[src/design/assert_macros.svh]
// Assertion macros shared by the sphere generator modules.
// Each macro expects clk_i and rst_ni to exist in the module that uses it.
`ifndef ASSERT_MACROS_SVH
`define ASSERT_MACROS_SVH

// Property checked on every rising edge outside reset.
`define USMG_ASSERT(lbl, prop) \
  lbl: assert property (@(posedge clk_i) disable iff (!rst_ni) (prop)) \
    else $error("%m: check failed");

// Condition a implies condition b in the same cycle.
`define USMG_ASSERT_IMP(lbl, a, b) \
  `USMG_ASSERT(lbl, (a) |-> (b))

`endif

[src/design/usmg_pkg.sv]
`default_nettype none

package usmg_pkg;

  // Configuration register indexes.
  localparam logic [1:0] CfgRadius  = 2'd0;
  localparam logic [1:0] CfgRings   = 2'd1;
  localparam logic [1:0] CfgSegments = 2'd2;

  localparam int unsigned CordicSteps = 28;
  localparam int unsigned DivSteps    = 40;
  localparam logic signed [33:0] CordicGain = 34'sd652032874;

  typedef enum logic [2:0] {
    PhNorth, PhRing, PhSouth, PhNcap, PhBand1, PhBand2, PhScap, PhDone
  } phase_e;

  typedef enum logic [1:0] {
    KindVertex = 2'd0,
    KindTri    = 2'd1,
    KindDone   = 2'd2
  } kind_e;

  typedef enum logic [3:0] {
    StIdle, StLdB, StDivB, StCorB, StDivT, StCorT, StMulP, StMulR, StHold
  } ctrl_state_e;

  typedef struct packed {
    logic        div_start;
    logic        cor_start;
    logic        sel_t;
    logic        store_trig;
    logic        mul_p;
    logic        mul_r;
    logic        out_load;
    phase_e      phase;
    logic [7:0]  ring;
    logic [7:0]  seg;
    logic [12:0] base;
    logic        last;
  } cmd_t;

  typedef struct packed {
    logic busy;
    logic out_free;
  } sts_t;

  // Arctangent of 2^-i in units of 2^-32 turn.
  function automatic logic [29:0] atan_turn(input logic [4:0] i);
    logic [29:0] r;
    unique case (i)
      5'd0:  r = 30'd536870912;
      5'd1:  r = 30'd316933406;
      5'd2:  r = 30'd167458907;
      5'd3:  r = 30'd85004756;
      5'd4:  r = 30'd42667331;
      5'd5:  r = 30'd21354465;
      5'd6:  r = 30'd10679838;
      5'd7:  r = 30'd5340245;
      5'd8:  r = 30'd2670163;
      5'd9:  r = 30'd1335087;
      5'd10: r = 30'd667544;
      5'd11: r = 30'd333772;
      5'd12: r = 30'd166886;
      5'd13: r = 30'd83443;
      5'd14: r = 30'd41722;
      5'd15: r = 30'd20861;
      5'd16: r = 30'd10430;
      5'd17: r = 30'd5215;
      5'd18: r = 30'd2608;
      5'd19: r = 30'd1304;
      5'd20: r = 30'd652;
      5'd21: r = 30'd326;
      5'd22: r = 30'd163;
      5'd23: r = 30'd81;
      5'd24: r = 30'd41;
      5'd25: r = 30'd20;
      5'd26: r = 30'd10;
      5'd27: r = 30'd5;
      default: r = '0;
    endcase
    return r;
  endfunction

endpackage

`default_nettype wire

[src/design/usmg_ctrl.sv]
`default_nettype none
`include "assert_macros.svh"

module usmg_ctrl (
  input  logic              clk_i,
  input  logic              rst_ni,
  input  logic              in_valid_i,
  input  logic              restart_i,
  output logic              in_ready_o,
  input  logic [7:0]        r_eff_i,
  input  logic [7:0]        s_eff_i,
  input  usmg_pkg::sts_t    sts_i,
  output usmg_pkg::cmd_t    cmd_o
);

  usmg_pkg::ctrl_state_e state_q, state_d;
  usmg_pkg::phase_e      phase_q, phase_d, w_phase_q, w_phase_d, eph;
  logic [7:0]  ring_q, ring_d, seg_q, seg_d, w_ring_q, w_ring_d, w_seg_q, w_seg_d;
  logic [7:0]  er, es, es_inc, er_inc;
  logic [12:0] base_q, base_d, w_base_q, w_base_d, eb;
  logic        w_last_q, w_last_d;
  logic        accept;

  assign accept = in_valid_i && in_ready_o;
  assign eph    = restart_i ? usmg_pkg::PhNorth : phase_q;
  assign er     = restart_i ? 8'd0 : ring_q;
  assign es     = restart_i ? 8'd0 : seg_q;
  assign eb     = restart_i ? 13'd0 : base_q;
  assign es_inc = es + 8'd1;
  assign er_inc = er + 8'd1;

  always_ff @(posedge clk_i or negedge rst_ni) begin
    if (!rst_ni) begin
      state_q   <= usmg_pkg::StIdle;
      phase_q   <= usmg_pkg::PhNorth;
      ring_q    <= '0;
      seg_q     <= '0;
      base_q    <= '0;
      w_phase_q <= usmg_pkg::PhNorth;
      w_ring_q  <= '0;
      w_seg_q   <= '0;
      w_base_q  <= '0;
      w_last_q  <= 1'b0;
    end else begin
      state_q   <= state_d;
      phase_q   <= phase_d;
      ring_q    <= ring_d;
      seg_q     <= seg_d;
      base_q    <= base_d;
      w_phase_q <= w_phase_d;
      w_ring_q  <= w_ring_d;
      w_seg_q   <= w_seg_d;
      w_base_q  <= w_base_d;
      w_last_q  <= w_last_d;
    end
  end

  always_comb begin
    state_d   = state_q;
    phase_d   = phase_q;
    ring_d    = ring_q;
    seg_d     = seg_q;
    base_d    = base_q;
    w_phase_d = w_phase_q;
    w_ring_d  = w_ring_q;
    w_seg_d   = w_seg_q;
    w_base_d  = w_base_q;
    w_last_d  = w_last_q;
    in_ready_o = (state_q == usmg_pkg::StIdle);
    cmd_o       = '0;
    cmd_o.phase = w_phase_q;
    cmd_o.ring  = w_ring_q;
    cmd_o.seg   = w_seg_q;
    cmd_o.base  = w_base_q;
    cmd_o.last  = w_last_q;
    unique case (state_q)
      usmg_pkg::StIdle: begin
        if (in_valid_i) begin
          w_phase_d = eph;
          w_ring_d  = er;
          w_seg_d   = es;
          w_base_d  = eb;
          w_last_d  = (eph == usmg_pkg::PhScap) && (es_inc >= s_eff_i);
          phase_d   = eph;
          ring_d    = er;
          seg_d     = es;
          base_d    = eb;
          unique case (eph)
            usmg_pkg::PhNorth: begin
              phase_d = usmg_pkg::PhRing;
              ring_d  = 8'd1;
              seg_d   = 8'd0;
            end
            usmg_pkg::PhRing: begin
              seg_d = es_inc;
              if (es_inc > s_eff_i) begin
                seg_d  = 8'd0;
                ring_d = er_inc;
                if (er_inc >= r_eff_i) phase_d = usmg_pkg::PhSouth;
              end
            end
            usmg_pkg::PhSouth: begin
              phase_d = usmg_pkg::PhNcap;
              seg_d   = 8'd0;
            end
            usmg_pkg::PhNcap: begin
              seg_d = es_inc;
              if (es_inc >= s_eff_i) begin
                seg_d   = 8'd0;
                ring_d  = 8'd0;
                base_d  = 13'd1;
                phase_d = (r_eff_i > 8'd2) ? usmg_pkg::PhBand1 : usmg_pkg::PhScap;
              end
            end
            usmg_pkg::PhBand1: phase_d = usmg_pkg::PhBand2;
            usmg_pkg::PhBand2: begin
              seg_d   = es_inc;
              phase_d = usmg_pkg::PhBand1;
              if (es_inc >= s_eff_i) begin
                seg_d  = 8'd0;
                ring_d = er_inc;
                base_d = eb + {5'd0, s_eff_i} + 13'd1;
                if (({1'b0, er} + 9'd3) >= {1'b0, r_eff_i}) phase_d = usmg_pkg::PhScap;
              end
            end
            usmg_pkg::PhScap: begin
              seg_d = es_inc;
              if (es_inc >= s_eff_i) phase_d = usmg_pkg::PhDone;
            end
            default: phase_d = usmg_pkg::PhDone;
          endcase
          state_d = (eph == usmg_pkg::PhRing) ? usmg_pkg::StLdB : usmg_pkg::StHold;
        end
      end
      usmg_pkg::StLdB: begin
        cmd_o.div_start = 1'b1;
        state_d = usmg_pkg::StDivB;
      end
      usmg_pkg::StDivB: begin
        if (!sts_i.busy) begin
          cmd_o.cor_start = 1'b1;
          state_d = usmg_pkg::StCorB;
        end
      end
      usmg_pkg::StCorB: begin
        if (!sts_i.busy) begin
          cmd_o.store_trig = 1'b1;
          cmd_o.div_start  = 1'b1;
          cmd_o.sel_t      = 1'b1;
          state_d = usmg_pkg::StDivT;
        end
      end
      usmg_pkg::StDivT: begin
        cmd_o.sel_t = 1'b1;
        if (!sts_i.busy) begin
          cmd_o.cor_start = 1'b1;
          state_d = usmg_pkg::StCorT;
        end
      end
      usmg_pkg::StCorT: begin
        cmd_o.sel_t = 1'b1;
        if (!sts_i.busy) begin
          cmd_o.store_trig = 1'b1;
          state_d = usmg_pkg::StMulP;
        end
      end
      usmg_pkg::StMulP: begin
        cmd_o.mul_p = 1'b1;
        state_d = usmg_pkg::StMulR;
      end
      usmg_pkg::StMulR: begin
        cmd_o.mul_r = 1'b1;
        state_d = usmg_pkg::StHold;
      end
      usmg_pkg::StHold: begin
        if (sts_i.out_free) begin
          cmd_o.out_load = 1'b1;
          state_d = usmg_pkg::StIdle;
        end
      end
      default: state_d = usmg_pkg::StIdle;
    endcase
  end

  `USMG_ASSERT(a_accept_leaves_idle, accept |=> (state_q != usmg_pkg::StIdle))
  `USMG_ASSERT(a_done_sticks,
    ((phase_q == usmg_pkg::PhDone) && !(accept && restart_i)) |=>
      (phase_q == usmg_pkg::PhDone))
  `USMG_ASSERT_IMP(a_start_only_when_free, cmd_o.cor_start || cmd_o.store_trig,
    !sts_i.busy)

endmodule

`default_nettype wire

[config.mk]
export PLATFORM = sky130hd
export DESIGN_NAME = usmg_ctrl
export DESIGN_NICKNAME = d
export VERILOG_FILES = /design/src/design/usmg_pkg.sv /design/src/design/usmg_ctrl.sv
export VERILOG_INCLUDE_DIRS = /design/src /design/src/design
export SDC_FILE = /design/constraint.sdc
export NUM_CORES = 1
export LEC_CHECK = 0
export ABC_AREA = 1
export BUFFER_PORTS_ARGS = -buffer_cell sky130_fd_sc_hd__buf_2
export CAP_MARGIN = 20
export CORE_ASPECT_RATIO = 0.75
export CORE_MARGIN = 2
export CORE_UTILIZATION = 45
export CTS_CLUSTER_DIAMETER = 30
export DETAILED_ROUTE_END_ITERATION = 10
export GPL_TIMING_DRIVEN = 0
export PLACE_DENSITY = 0.62
export SLEW_MARGIN = 20
export SYNTH_ARGS = -nofsm -noshare
export SYNTH_HDL_FRONTEND = slang
export SYNTH_SLANG_ARGS = --single-unit
[constraint.sdc]
create_clock -name clk_i -period 6.55 [get_ports clk_i]
set_input_delay 0.9825 -clock clk_i [delete_from_list [all_inputs] [get_ports clk_i]]
set_output_delay 0.9825 -clock clk_i [all_outputs]
set_load 0.005 [all_outputs]
==> results.md <==
- Crit end category: register
- Crit-path slowest cell: buf_2
- H-tree Lvls: 3
- Total grt overflow: 0
- Final hold violation count: 0
- Top FF cell, synth: dfrtp_1
- Placed Instances: 878
- Initial antenna violation count: 0
- Status: finished, final reports clean
- Drt pass-1 iters: 5
- Largest net degree at the start of global routing: 43
- RSZ-0062 raised after global routing: false
- Fin nets: 811
- Clk Latency, worst-skew pair: 0.35 ns
- Combinational share of power: 0.408
- Final min period: 4.36 ns
- Global-route wire length before repair: 22.6 mm
- Core Region: 10400 sq um
- Post-route ant nets: 0
- CTS Sinks: 69
- Die Area: 11700 sq um
- Sw Pwr: 0.758 mW
- Fin util: 0.543
- Slew margin rel.: 0.512
- Initial Util: 0.467
- Pre-CTS WS: 1.93 ns
- Async S/R FF share, synth: 1.00
- Synth cell types: 37
- Vias in the first global route: 4475
- Clock transition at the registers of the reported paths: 0.06 ns
- Net count after synthesis: 737
- P_int: 1.10 mW
- EDFF count, synth: 0
- PD cells: 329 nW/um^2
- Cell mode on critical path: nor2_1
- Crit path required time: 6.79 ns
- IO Count: 63
- Synthesized area: 4860 sq um
- Kind of critical path: in2reg
- Total power: 1.86 mW
- Final setup fails: 0
- CP max stage delay: 0.35 ns
- Via density per instance: 5.18
- Layout cells sized above 1: 0.162
- Filler cell count: 1033
- Antenna Cells: 0
- Max-slew violations: 0
- Startpoint types: input port
- Switching share of power: 0.408
- GR Util All Layers: 0.257
- Clock network power share: 0.265
- Worst clock skew: 0.0100 ns
- Post-Syn Instances: 679
- Mean routed wirelength per cell: 15.5 um
- Final period util: 0.665
- Num rows: 32
- Die X: 124 um
- CP cell instances: buf_2 > buf_4 > buf_2 > nor2_1 > ha_1 > nand3_1 > nor2_1 > nand2_1 > xor2_1 > inv_1 > ha_1 > nand2_1 > nor2_1 > nand4_2 > nand3_2 > buf_4 > inv_1 > ha_1 > nor2_1 > a211oi_1 > o21ai_0 > a21oi_1 > nor2_1
- Worst setup margin: 2.19 ns
- CTS Hold Bufs: 0
- Worst slew pin tran: 0.732 ns
- Peak Freq: 230 MHz
- Max-cap viol count: 0
- Crit path max fanout: 10
- Die height: 94.0 um
- Yosys reg bits: 69
- Max clock buf depth: 2
- Wirelength, routed: 13.8 mm
- Mean area per synthesized cell: 7.16 sq um
- Post-cts repair resize count: 0
- Post-CTS Setup Bufs: 0
- GP Congestion: 0.905
- DRT iter0 DRCs: 323
- Placed wire-length estimate: 10.5 mm
- Hold Crit Class: reg2reg
- Root buffer cell: clkbuf_16
- Seq pwr share: 0.327
- Via count: 4633
- Setup TNS: 0 ns
- Peak VDD IR: 169 uV
- Fin cells: 894
- P&R area growth vs syn: 16.4%
- Syn. warnings: 0
- Port Buffers: 62
- CP Data Arrival Time: 4.60 ns
- DRC violations left: 0
- CTS tree: yes
- CTS Buf Count: 9
- Register area share after synthesis: 0.355
- Leakage: 3.15 nW
==> critical path: cells and delay by family <==
kind            cells  cell delay (ns)
compound gates      3             0.41
xor+xnor            1             0.15
fa+ha+maj           3             0.79
buf+inv             6             1.07
simple gates       10             1.18
==> placed cells by master, fill, tap and decap left out, types with 6 or more instances in the layout <==
master / instances
ha_1: 35
buf_2: 72
dfrtp_1: 69
o21ai_0: 34
nor2_2: 9
o21ai_1: 9
o211ai_1: 6
nand4_1: 8
xnor2_1: 7
clkbuf_1: 6
nand2_1: 195
a21oi_1: 25
nand3_1: 50
clkbuf_16: 9
inv_1: 90
xor2_1: 17
inv_2: 8
nor2_1: 58
==> final timing paths <==
check | slack (ns) | cells past startpoint | end | startpoint
worst max-delay path | 2.19 | 23 | ring_q[0]$_DFFE_PN0P_ | restart_i
worst min-delay path | 0.47 | 2 | w_seg_q[6]$_DFFE_PN0P_ | w_seg_q[6]$_DFFE_PN0P_
worst max register to register | 3.06 | 21 | ring_q[0]$_DFFE_PN0P_ | seg_q[0]$_DFFE_PN0P_
worst min register to register | 0.47 | 2 | w_seg_q[6]$_DFFE_PN0P_ | w_seg_q[6]$_DFFE_PN0P_
max in group asynchronous | 5.42 | 2 | phase_q[0]$_DFFE_PN0P_ | rst_ni
min in group asynchronous | 0.56 | 1 | seg_q[4]$_DFFE_PN0P_ | rst_ni
==> cells by family after synthesis <==
| kind of cell | count (synthesis) | share of synthesized area |
|---|---|---|
| AOI/OAI and AO/OA | 93 | 0.109 |
| xor gates and xnor gates | 24 | 0.0433 |
| adders and majority gates | 36 | 0.0943 |
| buffers and inverters | 116 | 0.0948 |
| DFF | 69 | 0.355 |
| and+or+nand+nor | 341 | 0.304 |
==> area by class of cell <==
class,instances,area [sq um],area share
multi-input cells,494,2670,0.472
flip-flops and latches,69,1730,0.305
inverters,98,368,0.0650
repair buffers,63,333,0.0588
clock buffers,12,246,0.0436
well taps,136,170,0.0301
plain buffers,18,92.6,0.0164
clock inverters,4,47.5,0.00841
==> layer usage <==
metal	vias to the layer above	track usage	wire (um)
met5	-	0	0
met4	0	0.0749	159
met3	16	0.0595	943
met2	156	0.367	5760
met1	2135	0.384	6970
li1	2326	-	-
==> power groups by stage <==
| stage | clock (mW) | sequential [mW] | combinational [mW] |
|---|---|---|---|
| final | 0.493 | 0.607 | 0.759 |
| after detailed placement | 0 | 0.613 | 0.750 |
| after CTS | 0.503 | 0.607 | 0.753 |
| after floorplan | 0 | 0.609 | 0.486 |
| after global routing | 0.518 | 0.623 | 0.862 |
| after global placement | 0 | 0.611 | 0.732 |
==> sequential cells by signal, indices dropped and copies added, names as in the netlist <==
register   cells
phase_q        3
w_ring_q       8
w_phase_q      3
state_q        4
w_last_q       1
w_base_q      13
ring_q         8
w_seg_q        8
base_q        13
seg_q          8
==> synth_stat cells, types with 7 or more instances <==
cell type	number	area, sq um
a21oi_1	25	125
buf_2	11	55.1
dfrtp_1	69	1730
ha_1	35	438
inv_1	90	338
inv_2	8	30.0
nand2_1	195	732
nand3_1	50	250
nand4_1	8	50.1
nor2_1	58	218
nor2_2	9	56.3
o21ai_0	34	170
o21ai_1	9	45.0
xnor2_1	7	61.3
xor2_1	17	149
==> stage by stage <==
step	hold slack (ns)	area (sq um)
final	0.471	5660
after global routing	0.489	5660
after CTS	0.475	5660
after detailed placement	0.461	5360
after global placement	0.453	5340
after floorplan	0.449	4860
(Power assumes the default switching activity.)
